--- src/rtl/assert_macros.svh ---
// ----------------------------------------------------------------------------
// assertion macros
// shared concurrent assertion forms, clocked on clk and gated by rst_n
// ----------------------------------------------------------------------------
`ifndef ASSERT_MACROS_SVH
`define ASSERT_MACROS_SVH

`ifndef SYNTHESIS
`define PSMF_ASSERT(lbl, prop) \
  lbl: assert property (@(posedge clk) disable iff (!rst_n) (prop)) \
    else $error("assertion failed");
`define PSMF_NEVER(lbl, expr) \
  lbl: assert property (@(posedge clk) disable iff (!rst_n) !(expr)) \
    else $error("forbidden condition seen");
`else
`define PSMF_ASSERT(lbl, prop)
`define PSMF_NEVER(lbl, expr)
`endif

`endif

--- src/rtl/psmf_pkg.sv ---
// ----------------------------------------------------------------------------
// psmf_pkg
// shared types, constants and the quarter-wave sine table of the tone mixer
// ----------------------------------------------------------------------------
`default_nettype none

package psmf_pkg;

  localparam int MAX_VOICES      = 16;
  localparam int SINE_TABLE_BITS = 10;
  localparam int DURATION_BITS   = 24;
  localparam int VIDX_W   = (MAX_VOICES > 1) ? $clog2(MAX_VOICES) : 1;
  localparam int CNT_W    = $clog2(MAX_VOICES + 1);
  localparam int PIPE_DEPTH = 8;
  localparam int PASS_LEN = MAX_VOICES + PIPE_DEPTH;
  localparam int PASS_W   = $clog2(PASS_LEN + 1);
  localparam int ACC_W    = 40;
  localparam int QB       = SINE_TABLE_BITS - 2;
  localparam int QN       = 1 << QB;

  localparam longint unsigned SIN_A1 = 64'd1686629713;
  localparam longint unsigned SIN_A3 = 64'd693598669;
  localparam longint unsigned SIN_A5 = 64'd85569306;
  localparam longint unsigned SIN_A7 = 64'd5026995;
  localparam longint unsigned SIN_A9 = 64'd172272;

  typedef enum logic [2:0] {
    CFG_CHANNELS = 3'd0,
    CFG_WIDTH    = 3'd1,
    CFG_SIGNED   = 3'd2,
    CFG_LITTLE   = 3'd3,
    CFG_EAR      = 3'd4
  } cfg_idx_t;

  typedef enum logic [2:0] {
    FADE_NONE   = 3'd0,
    FADE_IN     = 3'd1,
    FADE_OUT    = 3'd2,
    FADE_IN_OUT = 3'd3,
    FADE_OUT_IN = 3'd4
  } fade_t;

  typedef enum logic [1:0] {
    WSEL_8  = 2'd0,
    WSEL_16 = 2'd1,
    WSEL_32 = 2'd2
  } wsel_t;

  typedef struct packed {
    logic                     live;
    logic [31:0]              step;
    logic [DURATION_BITS-1:0] elapsed;
    logic [DURATION_BITS-1:0] length;
    logic [31:0]              inv;
    logic [31:0]              lgain;
    logic [31:0]              rgain;
    logic [31:0]              shift;
    logic [3:0]               shape;
  } voice_t;

  typedef logic [QN:0][14:0] qsin_t;

  function automatic qsin_t gen_qsin();
    qsin_t t;
    longint unsigned u, u2, p, m;
    for (int r = 0; r <= QN; r++) begin
      u  = longint'(r) << (30 - QB);
      u2 = (u * u) >> 30;
      p  = SIN_A9;
      p  = SIN_A7 - ((u2 * p) >> 30);
      p  = SIN_A5 - ((u2 * p) >> 30);
      p  = SIN_A3 - ((u2 * p) >> 30);
      p  = SIN_A1 - ((u2 * p) >> 30);
      m  = (((u * p) >> 30) + 64'd16384) >> 15;
      if (m > 64'd32767) m = 64'd32767;
      t[r] = m[14:0];
    end
    return t;
  endfunction

  localparam qsin_t QSIN = gen_qsin();

  // returns {negative, magnitude} for the top table bits of a phase
  function automatic logic [15:0] sine_lookup(input logic [31:0] phase);
    logic [SINE_TABLE_BITS-1:0] k;
    logic [1:0]                 quad;
    logic [QB:0]                idx;
    k    = phase[31 -: SINE_TABLE_BITS];
    quad = k[QB+1:QB];
    idx  = quad[0] ? ((QB+1)'(QN) - {1'b0, k[QB-1:0]}) : {1'b0, k[QB-1:0]};
    return {quad[1], QSIN[idx]};
  endfunction

endpackage

`default_nettype wire

--- src/rtl/psmf_cell.sv ---
// ----------------------------------------------------------------------------
// psmf_cell
// one voice slot of the ring; takes its neighbor's record while shifting
// ----------------------------------------------------------------------------
`default_nettype none

module psmf_cell (
  input  wire logic            clk,
  input  wire logic            rst_n,
  input  wire logic            shift,
  input  wire psmf_pkg::voice_t nbr,
  input  wire logic            load,
  input  wire psmf_pkg::voice_t load_rec,
  output psmf_pkg::voice_t     rec
);

  psmf_pkg::voice_t rec_r;

  always_ff @(posedge clk) begin
    if (!rst_n) begin
      rec_r.live <= 1'b0;
    end else if (shift) begin
      rec_r <= nbr;
    end else if (load) begin
      rec_r <= load_rec;
    end
  end

  assign rec = rec_r;

endmodule

`default_nettype wire

--- config.mk ---
export PLATFORM = sky130hd
export DESIGN_NAME = psmf_cell
export DESIGN_NICKNAME = d
export VERILOG_FILES = /design/src/rtl/assert_macros.svh /design/src/rtl/psmf_pkg.sv /design/src/rtl/psmf_cell.sv
export SDC_FILE = /design/constraint.sdc
export NUM_CORES = 1
export LEC_CHECK = 0
export BUFFER_PORTS_ARGS = -buffer_cell sky130_fd_sc_hd__clkbuf_2
export CAP_MARGIN = 5
export CORE_AREA = 2 2 253 255
export DETAILED_ROUTE_END_ITERATION = 8
export DIE_AREA = 0 0 255 257
export HOLD_SLACK_MARGIN = 0.15
export PLACE_DENSITY = 0.35
export SETUP_SLACK_MARGIN = 0.3
export SKIP_CTS_REPAIR_TIMING = 1
export SLEW_MARGIN = 20
export SYNTH_ARGS = -nofsm -noshare
export SYNTH_HDL_FRONTEND = slang
export SYNTH_SLANG_ARGS = --single-unit
export TNS_END_PERCENT = 30
--- constraint.sdc ---
create_clock -name clk -period 7.35 [get_ports clk]
set_input_delay 0.3675 -clock clk [delete_from_list [all_inputs] [get_ports clk]]
set_output_delay 0.3675 -clock clk [all_outputs]
set_load 0.02 [all_outputs]
==> results.cfg, run 1 <==
[place]
hpwlAfterDp_um = 26100
port_buffers = 642
place_ws_ps = 3960
place.gp.congestion = 0.769
post-place-cells = 1922

[synthesis]
post_synth_num_cell_types = 9
synth_ff_type = edfxtp_1
yosysSeqAreaShare = 0.665
synthTopCellsByCount = 212 x edfxtp_1, 148 x mux2_4, 65 x mux2_2, 18 x buf_6, 6 x buf_2
synth_top_area_share = 0.663
ys_seq_elements = 213
synth_area_um2 = 9600
post-synth-top-count-cell = edfxtp_1
yosysTopAreaCell = edfxtp_1
syn_nets = 883
async_flop_share = 0
yosysWarnings = 0
synthTopCellsByArea = edfxtp_1 66%, mux2_4 23%, mux2_2 7.6%, buf_6 2.1%, buf_2 0.31%
syn_inst = 453
synth_area_per_cell_um2 = 21.2
synth_edf_count = 212

[die]
initial_core_util = 0.153
die_h_um = 257
dieWidth_um = 255
ios = 643
row_count = 92

[status]
status = aborted with a tool error
stop_stage = global routing (5_1_grt)
firstError = [ERROR RSZ-0060] Max buffer count reached.

[clock_tree]
htree_levels = 1
clockBufferDepth = 3
cts_sinks = 213
cts_root_buf = clkbuf_16
cts_buffers = 27

[global_route]
grt_max_degree = 110
## per-stage QoR
step / instance area, µm² / hold slack, ps
after floorplan: 9600 / 501
after global placement: 13700 / 606
after detailed placement: 13700 / 599
after CTS: 14500 / 1.60
## logic make-up after synthesis
| kind of cell | Yosys count | synth area share |
|---|---|---|
| AO/OA/AOI/OAI | 2 | 0.00183 |
| AND/OR/NAND/NOR | 1 | 0.000652 |
| multiplexers | 213 | 0.308 |
| flip-flops | 213 | 0.665 |
| buffers and inverters | 24 | 0.0242 |
==> inputs of run 2 (changes only) <==
--- a/config.mk
+++ b/config.mk
@@ -7,12 +7,10 @@
 export LEC_CHECK = 0
 export BUFFER_PORTS_ARGS = -buffer_cell sky130_fd_sc_hd__clkbuf_2
 export CAP_MARGIN = 5
-export CORE_AREA = 2 2 253 255
+export CORE_AREA = 2 2 251 253
 export DETAILED_ROUTE_END_ITERATION = 8
-export DIE_AREA = 0 0 255 257
-export HOLD_SLACK_MARGIN = 0.15
-export PLACE_DENSITY = 0.35
-export SETUP_SLACK_MARGIN = 0.3
+export DIE_AREA = 0 0 253 255
+export PLACE_DENSITY_LB_ADDON = 0.15
 export SKIP_CTS_REPAIR_TIMING = 1
 export SLEW_MARGIN = 20
 export SYNTH_ARGS = -nofsm -noshare
==> results.cfg, run 2 <==
[job]
drv_cap = 0

[synthesis]
synthTopCellsByArea = edfxtp_1 66%, mux2_4 23%, mux2_2 7.6%, buf_6 2.1%, buf_2 0.31%
synth_top_area_share = 0.663
ys_seq_elements = 213
yosysSeqAreaShare = 0.665
synth_ff_type = edfxtp_1
syn_nets = 883
async_flop_share = 0
synth_area_per_cell_um2 = 21.2
syn_inst = 453
yosysTopAreaCell = edfxtp_1
post_synth_num_cell_types = 9
yosysWarnings = 0
synth_area_um2 = 9600
post-synth-top-count-cell = edfxtp_1
synthTopCellsByCount = 212 x edfxtp_1, 148 x mux2_4, 65 x mux2_2, 18 x buf_6, 6 x buf_2
synth_edf_count = 212

[place]
hpwlAfterDp_um = 25700
place.gp.congestion = 0.734
port_buffers = 642
placed_cell_area_um2 = 13600

[worst_setup_path]
cp_cell_sequence = buf_8 > o21a_4 > buf_4
worst-setup-path-type = in2reg
cp_num_buf_inv = 2
critical_path.top_delay_family = buffers and inverters
startpoint = shift
critPathSlowestCell = buf_4
startpoint_type = primary input
crit_required_ps = 7530
r2r-start = rec[212]$_SDFFE_PN0P_
endpoint_kind = register
cp.arrival_ps = 2380
path_max_fanout = 60
slowest_delay_ps = 750

[detailed_routing]
routed_wl_um = 33200
met1_length_um = 11500
wl_met3_um = 3430
drt.antenna.violating_nets = 0
vias = 6493
wl_per_cell_um = 17.2
drc = 0
met2_length_um = 17700
top_layer_used = met4
drtIter0Drc = 268
via_per_inst = 3.37
drtPass1Iterations = 4

[sta]
setup_tns_ps = 0
whs_ps = 84.5
fin_crit_ps = 2200
rsz0062_at_grt = false
fin_skew_ps = 0
fmax_mhz = 455
timing.final.crit_share = 0.299
tightest_slew_ps = 1060
drv_slew = 0
maxSlewHeadroom = 0.294
final-setup-viol-count = 0
hold_viol = 0

[hold_path]
hp-class = in2reg
hold_path.startpoint = rst_n

[die]
dieWidth_um = 253
die_h_um = 255
initial_core_util = 0.154
row_count = 92
coreArea_um2 = 62200
ios = 643
dieArea_um2 = 64500

[global_route]
grt_max_degree = 113
grt_pass1_vias = 6846
grtUsageTotal = 0.0939
grt_overflow = 0
antenna_found_initial = 0
grt_pass1_wl_um = 45100

[final_layout]
final_layout_size_suffix_gt1_frac = 0.800
largest_reg_flops = 213
final_cell_mix = 641 x clkbuf_2, 212 x edfxtp_1, 148 x mux2_4, 65 x mux2_2, 29 x clkbuf_16
post-route-util = 0.234
syn2layout_area_growth_pct = 51.5
regArea_um2 = 6390
n_fill_cell = 6663
final_common_cell = clkbuf_2
multi_input_area_um2 = 2990
fin_nets = 1535
diodes = 0
fin_area_um2 = 14500

[clock_tree]
cts_sinks = 213
clockBufferDepth = 3
clk_pin_slew_ps = 60
cts_root_buf = clkbuf_16
clkLatencyLatePin_ps = 560
cts_tree = built
htree_levels = 1
cts_buffers = 28

[status]
status = finished clean

[pwr]
p_leak_nw = 6.67
ir_worst_vdd_uv = 141
finalPower_mw = 3.45
power.density_nw_per_um2 = 237
## run 2: cell counts after synthesis
No cell type changed its count.
## run 2: metal layers
| layer | global-route usage | up-vias |
|---|---|---|
| met5 | 0 | - |
| met4 | 0.0269 | 0 |
| met3 | 0.0339 | 41 |
| met2 | 0.178 | 320 |
| met1 | 0.0966 | 3032 |
| li1 | - | 3100 |
## run 2: cells by family (layout without fill, tap and decap cells)
logic type | Yosys count | count (layout) | synth area share
AND/OR/NAND/NOR | 1 | 1 | 0.000652
AO/OA/AOI/OAI | 2 | 2 | 0.00183
multiplexers | 213 | 213 | 0.308
buffers and inverters | 24 | 698 | 0.0242
flip-flops | 213 | 213 | 0.665
## run 2: path summary, 6_finish.rpt
| path | endpoint | slack (ps) | cells past startpoint |
|---|---|---|---|
| hold reg to reg | rec[212]$_SDFFE_PN0P_ | 620 | 2 |
| setup reg to reg | rec[212]$_SDFFE_PN0P_ | 6490 | 2 |
| setup / recovery | rec[151]$_DFFE_PP_ | 5150 | 3 |
| hold / removal | rec[212]$_SDFFE_PN0P_ | 80 | 2 |
## run 2: area by class of cell
| cell class | count | area share |
|---|---|---|
| multi-input cells | 216 | 0.205 |
| repair buffers | 646 | 0.225 |
| clock buffers | 39 | 0.0552 |
| well taps | 799 | 0.0687 |
| flip-flops and latches | 213 | 0.439 |
| clock inverters | 13 | 0.00611 |
## run 2: worst reg2reg max path: cells and delay by family (launching register included)
kind,cells,cell delay (ps)
DFF,1,310
AOI/OAI and AO/OA,1,190
muxes,1,250
## run 2: where the power goes
part	internal, mW	total (mW)	leakage (nW)	switching [mW]
clock	0.791	1.34	0.445	0.550
combinational	0.277	0.600	4.19	0.323
sequential	1.48	1.51	2.04	0.0321
total	2.55	3.45	6.67	0.905
## run 2: metrics by stage
step | worst slack (ps) | instances
after floorplan | 1250 | 453
after detailed placement | 4480 | 1874
after global placement | 4530 | 1874
after CTS | 5090 | 1926
final | 5150 | 1926
after global routing | 5010 | 1926
No activity file was read; power rests on OpenSTA's default activity.
