`config.mk`:
```
export PLATFORM = sky130hd
export DESIGN_NAME = psmf_setup
export DESIGN_NICKNAME = d
export VERILOG_FILES = /design/src/rtl/assert_macros.svh /design/src/rtl/psmf_pkg.sv /design/src/rtl/psmf_setup.sv
export SDC_FILE = /design/constraint.sdc
export NUM_CORES = 2
export LEC_CHECK = 0
export ABC_AREA = 1
export BUFFER_PORTS_ARGS = -buffer_cell sky130_fd_sc_hd__buf_2
export CORE_UTILIZATION = 50
export DETAILED_ROUTE_END_ITERATION = 10
export PLACE_DENSITY = 0.77
export SYNTH_ARGS = -nofsm -noshare
export SYNTH_HDL_FRONTEND = slang
export SYNTH_SLANG_ARGS = --single-unit
export TNS_END_PERCENT = 10
```
`constraint.sdc`:
```
create_clock -name clk -period 9.9 [get_ports clk]
set_clock_uncertainty 0.2 [all_clocks]
set_input_delay 0.495 -clock clk [delete_from_list [all_inputs] [get_ports clk]]
set_output_delay 0.495 -clock clk [all_outputs]
set_load 0.005 [all_outputs]
```
`src/rtl/assert_macros.svh`:
```
// ----------------------------------------------------------------------------
// assertion macros
// shared concurrent assertion forms, clocked on clk and gated by rst_n
// ----------------------------------------------------------------------------
`ifndef ASSERT_MACROS_SVH
`define ASSERT_MACROS_SVH

`ifndef SYNTHESIS
`define PSMF_ASSERT(lbl, prop) \
  lbl: assert property (@(posedge clk) disable iff (!rst_n) (prop)) \
    else $error("assertion failed");
`define PSMF_NEVER(lbl, expr) \
  lbl: assert property (@(posedge clk) disable iff (!rst_n) !(expr)) \
    else $error("forbidden condition seen");
`else
`define PSMF_ASSERT(lbl, prop)
`define PSMF_NEVER(lbl, expr)
`endif

`endif

```
`src/rtl/psmf_pkg.sv`:
```
// ----------------------------------------------------------------------------
// psmf_pkg
// shared types, constants and the quarter-wave sine table of the tone mixer
// ----------------------------------------------------------------------------
`default_nettype none

package psmf_pkg;

  localparam int MAX_VOICES      = 16;
  localparam int SINE_TABLE_BITS = 10;
  localparam int DURATION_BITS   = 24;
  localparam int VIDX_W   = (MAX_VOICES > 1) ? $clog2(MAX_VOICES) : 1;
  localparam int CNT_W    = $clog2(MAX_VOICES + 1);
  localparam int PIPE_DEPTH = 8;
  localparam int PASS_LEN = MAX_VOICES + PIPE_DEPTH;
  localparam int PASS_W   = $clog2(PASS_LEN + 1);
  localparam int ACC_W    = 40;
  localparam int QB       = SINE_TABLE_BITS - 2;
  localparam int QN       = 1 << QB;

  localparam longint unsigned SIN_A1 = 64'd1686629713;
  localparam longint unsigned SIN_A3 = 64'd693598669;
  localparam longint unsigned SIN_A5 = 64'd85569306;
  localparam longint unsigned SIN_A7 = 64'd5026995;
  localparam longint unsigned SIN_A9 = 64'd172272;

  typedef enum logic [2:0] {
    CFG_CHANNELS = 3'd0,
    CFG_WIDTH    = 3'd1,
    CFG_SIGNED   = 3'd2,
    CFG_LITTLE   = 3'd3,
    CFG_EAR      = 3'd4
  } cfg_idx_t;

  typedef enum logic [2:0] {
    FADE_NONE   = 3'd0,
    FADE_IN     = 3'd1,
    FADE_OUT    = 3'd2,
    FADE_IN_OUT = 3'd3,
    FADE_OUT_IN = 3'd4
  } fade_t;

  typedef enum logic [1:0] {
    WSEL_8  = 2'd0,
    WSEL_16 = 2'd1,
    WSEL_32 = 2'd2
  } wsel_t;

  typedef struct packed {
    logic                     live;
    logic [31:0]              step;
    logic [DURATION_BITS-1:0] elapsed;
    logic [DURATION_BITS-1:0] length;
    logic [31:0]              inv;
    logic [31:0]              lgain;
    logic [31:0]              rgain;
    logic [31:0]              shift;
    logic [3:0]               shape;
  } voice_t;

  typedef logic [QN:0][14:0] qsin_t;

  function automatic qsin_t gen_qsin();
    qsin_t t;
    longint unsigned u, u2, p, m;
    for (int r = 0; r <= QN; r++) begin
      u  = longint'(r) << (30 - QB);
      u2 = (u * u) >> 30;
      p  = SIN_A9;
      p  = SIN_A7 - ((u2 * p) >> 30);
      p  = SIN_A5 - ((u2 * p) >> 30);
      p  = SIN_A3 - ((u2 * p) >> 30);
      p  = SIN_A1 - ((u2 * p) >> 30);
      m  = (((u * p) >> 30) + 64'd16384) >> 15;
      if (m > 64'd32767) m = 64'd32767;
      t[r] = m[14:0];
    end
    return t;
  endfunction

  localparam qsin_t QSIN = gen_qsin();

  // returns {negative, magnitude} for the top table bits of a phase
  function automatic logic [15:0] sine_lookup(input logic [31:0] phase);
    logic [SINE_TABLE_BITS-1:0] k;
    logic [1:0]                 quad;
    logic [QB:0]                idx;
    k    = phase[31 -: SINE_TABLE_BITS];
    quad = k[QB+1:QB];
    idx  = quad[0] ? ((QB+1)'(QN) - {1'b0, k[QB-1:0]}) : {1'b0, k[QB-1:0]};
    return {quad[1], QSIN[idx]};
  endfunction

endpackage

`default_nettype wire

```
`src/rtl/psmf_setup.sv`:
```
// ----------------------------------------------------------------------------
// psmf_setup
// builds a new voice record: gains, ear phase offset and 2^32/length divider
// ----------------------------------------------------------------------------
`default_nettype none

module psmf_setup (
  input  wire logic               clk,
  input  wire logic               rst_n,
  input  wire logic               start,
  input  wire logic [31:0]        step,
  input  wire logic [23:0]        dur,
  input  wire logic [15:0]        amp,
  input  wire logic signed [15:0] azc,
  input  wire logic [2:0]         fade,
  input  wire logic               wave,
  input  wire logic [15:0]        ear,
  output logic                    done,
  output psmf_pkg::voice_t        rec
);

  localparam int DW = psmf_pkg::DURATION_BITS;

  logic              busy_r;
  logic [5:0]        cnt_r;
  logic              done_r;
  logic [31:0]       step_r;
  logic [DW-1:0]     len_r;
  logic [15:0]       amp_r;
  logic signed [15:0] c_r;
  logic [16:0]       mag_r;
  logic [3:0]        shape_r;
  logic [DW-1:0]     rem_r;
  logic [32:0]       q_r;
  logic [31:0]       d_r;
  logic [47:0]       plo_r;
  logic [47:0]       phi_r;
  logic [31:0]       lg_r;
  logic [31:0]       rg_r;
  logic [31:0]       shift_r;

  logic [DW:0]   rem_sh;
  logic          take;
  logic [16:0]   wl, wr;
  logic [32:0]   lprod, rprod;
  logic [32:0]   dprod;
  logic [63:0]   dsum;
  logic [31:0]   sh;

  always_comb begin
    rem_sh = {rem_r, (cnt_r == 6'd0)};
    take   = rem_sh >= {1'b0, len_r};
    wl     = 17'h08000 - 17'(c_r);
    wr     = 17'h08000 + 17'(c_r);
    lprod  = {17'b0, amp_r} * {16'b0, wl};
    rprod  = {17'b0, amp_r} * {16'b0, wr};
    dprod  = {17'b0, ear} * {16'b0, mag_r};
    dsum   = {16'b0, plo_r} + {phi_r, 16'b0};
    sh     = dsum[54:23];
  end

  always_ff @(posedge clk) begin
    if (!rst_n) begin
      busy_r <= 1'b0;
      done_r <= 1'b0;
      cnt_r  <= '0;
    end else begin
      done_r <= busy_r && (cnt_r == 6'd32);
      if (start) begin
        busy_r <= 1'b1;
        cnt_r  <= '0;
      end else if (busy_r) begin
        cnt_r <= cnt_r + 6'd1;
        if (cnt_r == 6'd32) busy_r <= 1'b0;
      end
    end
  end

  always_ff @(posedge clk) begin
    if (start) begin
      step_r  <= step;
      len_r   <= DW'(dur);
      amp_r   <= (amp > 16'h8000) ? 16'h8000 : amp;
      c_r     <= azc;
      mag_r   <= azc[15] ? (17'd0 - 17'(azc)) : 17'(azc);
      shape_r <= {wave, fade};
      rem_r   <= '0;
      q_r     <= '0;
    end else if (busy_r) begin
      rem_r <= take ? DW'(rem_sh - {1'b0, len_r}) : DW'(rem_sh);
      q_r   <= {q_r[31:0], take};
      if (cnt_r == 6'd0) begin
        d_r  <= dprod[31:0];
        lg_r <= lprod[32:1];
        rg_r <= rprod[32:1];
      end
      if (cnt_r == 6'd1) plo_r <= d_r * {16'b0, step_r[15:0]};
      if (cnt_r == 6'd2) phi_r <= d_r * {16'b0, step_r[31:16]};
      if (cnt_r == 6'd3) shift_r <= c_r[15] ? (32'd0 - sh) : sh;
    end
  end

  always_comb begin
    rec.live    = 1'b1;
    rec.step    = step_r;
    rec.elapsed = '0;
    rec.length  = len_r;
    rec.inv     = ((len_r == '0) || q_r[32]) ? 32'hFFFF_FFFF : q_r[31:0];
    rec.lgain   = lg_r;
    rec.rgain   = rg_r;
    rec.shift   = shift_r;
    rec.shape   = shape_r;
  end

  assign done = done_r;

endmodule

`default_nettype wire

```
==> flow_summary.rst <==
.. list-table::
   :header-rows: 1

   * - Metric
     - Value
   * - Outcome
     - completed
   * - RSZ-0062 raised after global routing
     - false
   * - Crit Path Category
     - flip-flop to flip-flop
   * - Worst hold endpoint
     - d_r[0]
   * - Flip-flop cell with the highest count after synthesis
     - edfxtp_1
   * - Clock transition at the registers of the reported paths
     - around 0.060 ns
   * - Number of H-tree branching levels
     - 2
   * - Number of buffers inserted during clock tree synthesis
     - 49
   * - Number of warnings printed during yosys synthesis
     - 0
   * - Proportion of register bits with asynchronous set or reset after synthesis
     - 0%
   * - Data arrival time of the worst path
     - a little under 9 ns
   * - Setup_tns
     - 0 ns
   * - Clock network latency to the later pin of the worst-skew pair
     - slightly below 0.7 ns
   * - Period utilisation layout
     - a little under nine tenths
   * - Share of layout cells above drive strength 1
     - 6.24%
   * - Total GRT Usage
     - between 20% and 30%
   * - Total grt overflow
     - 0
   * - Estimated wirelength of the detail-placed design
     - roughly 170 mm
   * - Area of the core
     - about 150000 sq um
   * - Most Frequent Cell on Critical Path
     - inv_1
   * - Clock tree from TritonCTS
     - built
   * - R2R Path End
     - lg_r[28]
   * - Site row count
     - ~140
   * - Cell depth of the worst hold path
     - 3
   * - Width of the die
     - around 390 um
   * - Sequential area share after synthesis
     - 13.9%
   * - Number of enable-type register cells in the synthesized netlist
     - 307
   * - Count of max-cap constraint violations
     - 0
   * - DRC violations left
     - 0
   * - Layout Area Growth over Synthesis
     - 7.81%
   * - Routed wire length
     - between 200 and 250 mm
   * - Sink Count
     - between 300 and 400
   * - Post-synthesis cell count
     - 9425
   * - Type of the tightest min-delay check
     - input pin to flip-flop
   * - Setup violations, final
     - 0
   * - Number of distinct library cells after synthesis
     - 61
   * - Register-to-register setup slack
     - 1.44 ns
   * - Hold wc startpoint
     - ear[0]
   * - Residual antenna-violating net count after detailed routing
     - 0
   * - Slew Limit Headroom
     - approximately 17%
   * - Synthesized area per cell
     - ~8.0 sq um
   * - Data required time at the worst endpoint
     - just over 10 ns
   * - Area of the mapped netlist
     - roughly 76000 sq um
   * - Via count of the first global-routing pass
     - between 60000 and 70000
   * - Fill cell instance count of the final layout
     - approximately 14000
   * - CTS root buf
     - clkbuf_16
   * - Floorplan die area
     - around 150000 sq um
   * - Number of antenna violations at the first check in global routing
     - 14
   * - Cell types with the highest counts after synthesis
     - 2549 x inv_1, 2405 x nand2_1, 1412 x fa_1
   * - Cell type with the largest total area after synthesis
     - fa_1
   * - Max Root-Sink Buffers
     - 3
   * - Crit path time final
     - approximately 8.5 ns
   * - First-pass GRT wire length
     - approximately 350 mm
   * - Overall die height
     - 391 um
   * - Max Fanout on Critical Path
     - 18
   * - Routed vias
     - 61700
   * - Count of buffers inserted at the top-level ports
     - 299
   * - Number of cells on the worst reg-to-reg path
     - 32
   * - Starting density of the core
     - between 50% and 60%
   * - Type of element capturing the critical path
     - flip-flop
   * - Iteration count of the initial detailed-routing pass
     - 8
   * - Worst slack on hold paths
     - ~0.2 ns
   * - Register bit total from synthesis
     - ~370
   * - Routed WL per cell
     - between 15 and 20 um
   * - Master of the slowest instance on the critical path
     - edfxtp_1
   * - Slowest Stage Delay on Critical Path
     - approximately 0.66 ns
   * - Number of slew-limit violations in the final report
     - 0
   * - Largest net degree at the start of global routing
     - 67
   * - Via count normalized by instance count
     - ~5.3
   * - Cell with the most instances after synthesis
     - inv_1
   * - Synth top area cells
     - fa_1 37%, inv_1 13%, edfxtp_1 12%
   * - Final net count
     - 11700
   * - Category of the worst setup path launch point
     - flip-flop
   * - Measured slew at the worst slew-check pin
     - ~1.2 ns
   * - Worst setup slack after placement
     - between 1.5 and 2 ns
   * - Detailed router's first-iteration violation count
     - ~4800
   * - Fmax
     - approximately 120 MHz
   * - IO Count
     - about 330
   * - Startpoint of the lowest-slack register-to-register path
     - c_r[1]
   * - Smallest setup slack after layout
     - about 1.4 ns
   * - Final-report hold violation count
     - 0
   * - Post-synth top area share
     - 37.3%
   * - Count of buffers added by post-CTS timing repair for setup
     - 0
   * - Final GP Congestion
     - slightly below 1
==> layout by cell type, fill, tap and decap left out, drive strengths merged, types with 8 or more instances in the layout <==
cell / n
nand2: 2421
dfxtp: 65
buf: 404
nand4: 56
diode: 8
clkbuf: 61
a211oi: 9
nor3: 35
a21oi: 277
o21ai: 190
xnor2: 84
or2: 44
clkinv: 29
conb: 26
dlygate4sd3: 94
o21bai: 15
a31oi: 31
fa: 1412
nand3b: 12
xor2: 149
nor4: 27
ha: 575
o211ai: 11
a21boi: 11
o21a: 16
inv: 2567
nor2: 512
edfxtp: 307
nand3: 141
a21o: 21
==> critical path: cells and delay by family (launching register included) <==
family          cells  cell delay (ns)
compound gates      5             1.08
xor+xnor            1             0.09
fa+ha+maj           8             3.44
buf+inv             7             0.77
flops               1             0.66
simple gates       11             1.97
==> per-layer routing <==
| layer | vias to the layer above | global-route usage, % | routed length [um] |
|---|---|---|---|
| met1 | 30300 | 36.0 | 83100 |
| met2 | 2913 | 50.0 | 105000 |
| met3 | 702 | 6.35 | 20900 |
| li1 | 27700 | - | - |
| met4 | 14 | 12.8 | 10200 |
| met5 | - | 0 | 84 |
==> repair_timing <==
action,in CTS,in global routing
endpoints found under the setup margin,0,0
hold buffers,94,0
resized for setup,0,0
hold endpoints to repair,124,0
==> cells by family after synthesis <==
kind of cell	count (synthesis)	synth area share, %
other	2	0.00992
xor gates and xnor gates	233	2.72
adders and majority gates	1987	46.8
buffers and inverters	2972	14.9
AOI/OAI and AO/OA	606	4.50
and+or+nand+nor	3253	17.2
DFF	372	13.9
==> registers in the layout, indices dropped and copies added, names as in the netlist <==
name	cells
phi_r	39
q_r	33
d_r	32
lg_r	32
plo_r	32
rg_r	32
shift_r	32
step_r	32
len_r	24
rem_r	24
amp_r	16
c_r	16
mag_r	16
cnt_r	6
shape_r	4
busy_r	1
done	1
==> per-stage QoR <==
stage | cell area, sq um | std cells | utilization, %
6_report | 81600 | 11700 | 54.4
5_1_grt | 81600 | 11700 | 54.4
4_1_cts | 81600 | 11700 | 54.4
3_5_place_dp | 79000 | 11500 | 52.6
3_3_place_gp | 79000 | 11500 | 52.6
2_1_floorplan | 75800 | 9449 | -
==> cell type report <==
type	instances	area, sq um	share of cell area (%)
timing repair buffer	498	3240	3.97
antenna	8	20.0	0.0245
clock buffer	61	1350	1.65
inverter	2570	9650	11.8
tap	2016	2520	3.09
sequential	372	10500	12.9
multi-input combinational	6105	54000	66.2
clock inverter	30	293	0.359
==> worst max path at each step <==
stage	start	endpoint	slack [ns]	depth (start not counted)
finish	c_r[1]	lg_r[28]	1.44	32
detailed placement	c_r[1]	lg_r[28]	1.52	32
floorplan	c_r[1]	lg_r[28]	2.61	37
global placement	c_r[1]	lg_r[29]	1.55	30
global route	c_r[1]	lg_r[28]	0.83	32
CTS	c_r[1]	lg_r[29]	1.46	30
Power is left out: the tool's default activity adds up to more than one toggle a clock period on the data nets, which glitch-free logic cannot reach.
